$ cat config.mk
export PLATFORM = sky130hd
export DESIGN_NAME = pki_fifo
export DESIGN_NICKNAME = d
export VERILOG_FILES = /design/src/hdl/pki_fifo.sv
export SDC_FILE = /design/constraint.sdc
export NUM_CORES = 1
export LEC_CHECK = 0
export ABC_AREA = 1
export BUFFER_PORTS_ARGS = -buffer_cell sky130_fd_sc_hd__buf_2
export CORE_AREA = 3 3 45 47
export DETAILED_ROUTE_END_ITERATION = 8
export DIE_AREA = 0 0 48 50
export PLACE_DENSITY = 0.8
export SYNTH_ARGS = -nofsm -noshare
export SYNTH_HDL_FRONTEND = slang
export SYNTH_SLANG_ARGS = --single-unit
$ cat constraint.sdc
create_clock -name clk_i -period 1.4 [get_ports clk_i]
set_input_delay 0.21 -clock clk_i [delete_from_list [all_inputs] [get_ports clk_i]]
set_output_delay 0.21 -clock clk_i [all_outputs]
set_load 0.005 [all_outputs]
$ cat src/hdl/pki_fifo.sv
// ----------------------------------------------------------------------------
// pki_fifo
// Two-entry queue of words, used between front and back and for results.
// ----------------------------------------------------------------------------
module pki_fifo #(
  parameter int W = 8
) (
  input  logic         clk_i,
  input  logic         rst_ni,
  input  logic         push_i,
  input  logic [W-1:0] data_i,
  output logic         full_o,
  input  logic         pop_i,
  output logic [W-1:0] data_o,
  output logic         empty_o
);

  logic [W-1:0] mem_q [2];
  logic         wp_q, rp_q;
  logic [1:0]   cnt_q;
  logic         do_push, do_pop;

  assign full_o  = (cnt_q == 2'd2);
  assign empty_o = (cnt_q == 2'd0);
  assign do_push = push_i && !full_o;
  assign do_pop  = pop_i && !empty_o;
  assign data_o  = mem_q[rp_q];

  // pointers and fill count
  always_ff @(posedge clk_i or negedge rst_ni) begin
    if (!rst_ni) begin
      wp_q  <= 1'b0;
      rp_q  <= 1'b0;
      cnt_q <= 2'd0;
    end else begin
      if (do_push) wp_q <= ~wp_q;
      if (do_pop) rp_q <= ~rp_q;
      if (do_push && !do_pop) cnt_q <= cnt_q + 2'd1;
      else if (do_pop && !do_push) cnt_q <= cnt_q - 2'd1;
    end
  end

  // word storage
  always_ff @(posedge clk_i) begin
    if (do_push) mem_q[wp_q] <= data_i;
  end

endmodule

Yosys cells after proc, flatten, opt, wreduce, memory -nomap -nowiden
Memory sizes are Yosys's and may differ from the RTL's.
Cells that the tools add are included.
{ "classes": {"add_sub_neg": 2, "eq_ne": 1, "muxes": 4, "bitwise": 2, "reduce_logical": 10} }
{ "ops": {"columns": ["op", "count"], "rows": [
  ["1-bit logical AND", 4],
  ["1-bit logical NOT", 4],
  ["2-bit 2-to-1 mux", 2],
  ["2-bit by 1-bit adder with 2-bit output, second input constant", 1],
  ["2-bit equality test, second input constant", 1],
  ["2-bit logical NOT", 1],
  ["1-bit 2-to-1 mux", 2],
  ["1-bit inverter", 2],
  ["2-bit nonzero test", 1],
  ["2-bit by 1-bit subtractor with 2-bit output, second input constant", 1]
]} }
{ "totals": {"register_bits": 4, "mem_bits_rw": 16, "output_inout_bits": 10, "word_cells": 23, "memories": 1} }
{ "mem_list": {"columns": ["name", "depth", "word_bits", "rd", "rd_clocked_by_memory_dff", "wr", "line", "source"], "rows": [
  ["mem_q", 2, 8, 1, 0, 1, "18", "logic [W-1:0] mem_q [2];"]
]} }

Longest topological paths before layout
{ "logic_depth": {"depth_word": 7, "ltp_mapped": 9} }

Worst setup path after synthesis
Ideal clock, no wire load.
{ "synth_path": {"kind": "register to register", "from": "reg cnt_q[1]", "to": "mem mem_q[1][0] (enable)", "arrival_ps": 951, "t_required_ps": 1029, "slack_ps": 78, "stages_incl_launch_ff": 4, "synth_period_minus_slack_ps": 1322, "path_cell_list": "dfrtp_1 > inv_1 > o21ai_0 > nor2_1"} }
{ "synth_between": {"elab_chain_cells": 5} }
{ "synth_rtl": {"columns": ["element", "line", "source"], "rows": [
  ["start: declaration", "20", "logic [1:0] cnt_q;"],
  ["start signal: assignment", "38", "if (do_push && !do_pop) cnt_q <= cnt_q + 2'd1;"],
  ["start signal: assignment", "39", "else if (do_pop && !do_push) cnt_q <= cnt_q - 2'd1;"],
  ["2-bit equality test", "23", "assign full_o = (cnt_q == 2'd2);"],
  ["1-bit logical NOT", "25", "assign do_push = push_i && !full_o;"],
  ["1-bit logical AND", "25", null],
  ["1-bit 2-to-1 mux", "45", "if (do_push) mem_q[wp_q] <= data_i;"],
  ["1-bit 2-to-1 mux (not written as such)", "45", null],
  ["end: declaration", "18", null]
]} }
No other way between the ends.

Worst setup path after layout
{ "layout_path": {"from": "reg cnt_q[1]", "to": "reg cnt_q[1]"} }
{ "layout_between": {"elab_chain_cells": 6, "word_cells_on_any_way": 15, "cone_classes": "add/sub: 2; eq/ne: 1; mux: 2; reduce/logical: 10"} }
{ "layout_rtl": {"columns": ["element", "line"], "rows": [
  ["2-bit equality test / 2-bit logical NOT (equally long branches)", "23, 24"],
  ["1-bit logical NOT (on tied branches)", "25, 26"],
  ["1-bit logical AND (on tied branches)", "25, 26"],
  ["1-bit logical NOT (on tied branches)", "39, 38"],
  ["1-bit logical AND (on tied branches)", "39, 38"],
  ["2-bit nonzero test (no line) / 2-bit 2-to-1 mux (equally long branches)", null]
]} }
Parallel ways exist; a longest one is shown, timed or not. The select of a mux whose other input is x is not followed.
A chain may end at the register's enable or synchronous reset.

==> results.md <==
* Outcome: complete, no violations
* P_leak at around 0.53 nW
* Compound-gate portion of the synthesized area at ~1.2%
* Gr usage total at about 15%
* Most used routing layer: met2
* Crit path max fanout at 3
* Total grt overflow at 0
* Met2 usage at between 20% and 30%
* Largest family of logic cells by synthesized area: simple AND/OR/NAND/NOR gates
* Mean post-synth cell area at 11.09 µm²
* Seq cells post-synth at 20
* H-tree levels at 1
* Antenna diodes at 0
* Mux cell area share after synthesis at 0%
* Share of layout cells above drive strength 1 at between 40 and 50%
* Hold path start: data_i[4]
* Critical R2R Launch: cnt_q[1]
* Worst EP required at 1590 ps
* Number of routed nets with antenna violations at 0
* Post-layout util at roughly two thirds
* Post-Synthesis Cells at 73
* CP Launch Type: flip-flop
* Worst skew pair latency at approximately 300 ps
* Reg-to-reg slack, setup at 20 ps
* Clock buffer depth at 2
* Final HPWL DP at ~1100 µm
* Synth Net Count at 86
* TritonCTS Buffers at 3
* Max-cap violations at 0
* Pwr/cell area at 2184 nW/µm²
* Drt via density at a little over 5
* Max VDD drop at about 0.0014 V
* Worst min-delay path category: input port to flip-flop
* Vias at 643
* First-pass iteration count of the detailed router at 4
* Vias in the first global route at 590
* Post-Synth Simple-Gate Area at around 20%
* Final period util at around 98%
* Largest net degree at the start of global routing at 13
* Setup Skew at roughly 1.6 ps
* Share of synthesized cell area in full adder, half adder and majority cells at ~1.5%
* Initial drt markers at 14
* CTS tree: yes
* R2r endpoint: cnt_q[1]
* Nets at approximately 120
* Critical path type: flip-flop to flip-flop
* Core Area at about 1700 µm²
* Post-route DRC at 0
* Final hold viol count at 0
* Initial antenna violation count at 0
* Met1 GRT Util at around 17%
* Starting Density at between 40% and 50%
* PortBufs at 21
* CP Data Arrival Time at between 1500 and 2000 ps
* Register area share after synthesis at between 70% and 80%
* Final Max Tran Viols at 0
* Clock root cell: clkbuf_4
* Commonest non-fill, non-tap cell in the layout: nand2_1
* Gp weighted congestion at roughly 0.8
* RSZ-0062 raised after global routing: true
* Layout area overhead at 39.57%
* Crit end category: flip-flop
* Met3 Use GR at about 2.2%
* Die width at between 40 and 50 µm
* # IOs at 22
* Die H at about 50 µm
* Detailed Route WL at 1730 µm
* Die ar. at around 2400 µm²
* Min Tclk post-route at about 1400 ps
* First-pass GRT wire length at around 2500 µm
* Clock sink count at 20
* Final setup vio count at 0
* Yosys Warn Count at 0
* Avg WL per Cell at between 10 and 15 µm
* Min-Delay Endpoint: mem_q[0][4]
* Yosys cell types at 14
* Mapped Area at 809.5 µm²
* XOR/XNOR share of the synthesized area at ~1.1%
* Min Hold Slack at around 94 ps
* Slew headroom at 70.65%
* Reg2reg path depth at 7
* FMAX at 726.1 MHz
* Clk slew on worst S/H paths at about 110 ps
* Worst hold path depth at 1
* Row count at 15
* Worst slew pin tran at 435.7 ps
* Most frequent cells in the layout: 28 x nand2_1, 21 x buf_2, 16 x edfxtp_1
area by class of cell:
class	instances	area (µm²)
sequential	20	583.1
clock buffer	3	22.52
fill	126	559.3
tap	17	21.27
timing repair buffer	31	197.7
multi-input combinational	44	242.7
inverter	8	32.53
clock inverter	1	30.03
how the worst max path moves through the flow:
| stage | from | endpoint | cells past startpoint |
|---|---|---|---|
| floorplan | cnt_q[1] | mem_q[1][0] | 3 |
| global placement | cnt_q[0] | cnt_q[1] | 8 |
| detailed placement | cnt_q[1] | mem_q[1][7] | 3 |
| CTS | rp_q | data_o[6] | 4 |
| global route | cnt_q[1] | cnt_q[1] | 7 |
| finish | cnt_q[1] | cnt_q[1] | 7 |
registers in the layout, summed over array words and instances, names as in the netlist:
register,cells
cnt_q,2
mem_q,16
rp_q,1
wp_q,1
routing by layer:
layer / vias up / part of all wire [%] / wire length, µm
li1: 305 / - / -
met1: 300 / 38 / 661
met2: 34 / 53 / 918
met3: 4 / 6.5 / 112
met4: 0 / 2.1 / 36
met5: - / 0 / 0
synthesized netlist by cell type (all sizes together):
cell type	number	area, µm²
nand3b	1	7.510
o21ai	2	10.01
xnor2	1	8.760
nand4	1	6.260
nand2	33	123.9
buf	1	5.000
nor2	4	20.02
ha	1	12.51
nand3	1	5.000
dfrtp	4	100.1
edfxtp	16	480.5
inv	8	30.03
timing repair:
action                                  CTS  global route
resized for setup                         5            18
endpoints found under the setup margin   17            27
cloned                                    0             0
hold buffers                              1             0
endpoints found under the hold margin     4             0
buffers inserted                          2             3
pin swaps                                 1             4
critical path, cell delays in order (launching register included):
cell	delay, ps
dfrtp_1	400
buf_4	150
o21ai_2	200
ha_4	240
inv_2	60
nand3_1	90
nand2_1	80
nand2_1	60
stage by stage:
stage / worst slack, ps / cell area [µm²] / std cells / power, W / setup TNS (ps)
6_report: 22.72 / 1130 / 124 / 0.002468 / 0
5_1_grt: -48.05 / 1130 / 124 / 0.002633 / -123.3
4_1_cts: 22.68 / 1050 / 121 / 0.002226 / 0
3_5_place_dp: -42.20 / 960.9 / 114 / 0.001682 / -350.7
3_3_place_gp: 2.595 / 960.9 / 114 / 0.001647 / 0
2_1_floorplan: 78.40 / 809.5 / 73 / 0.001342 / 0
report_power, final:
| group | total (W) | switching, W | leakage (nW) | internal, W |
|---|---|---|---|---|
| registers | 0.000934 | 0.000101 | 0.195 | 0.000833 |
| logic | 0.00107 | 0.000566 | 0.303 | 0.000506 |
| clock network | 0.000463 | 0.000173 | 0.0279 | 0.000289 |
| total | 0.00247 | 0.000840 | 0.526 | 0.00163 |
logic make-up after synthesis:
family | Yosys count
buffers and inverters | 9
xor gates and xnor gates | 1
AOI/OAI and AO/OA | 2
adders and majority gates | 1
and+or+nand+nor | 40
DFF | 20
No activity file was read; power rests on OpenSTA's default activity.
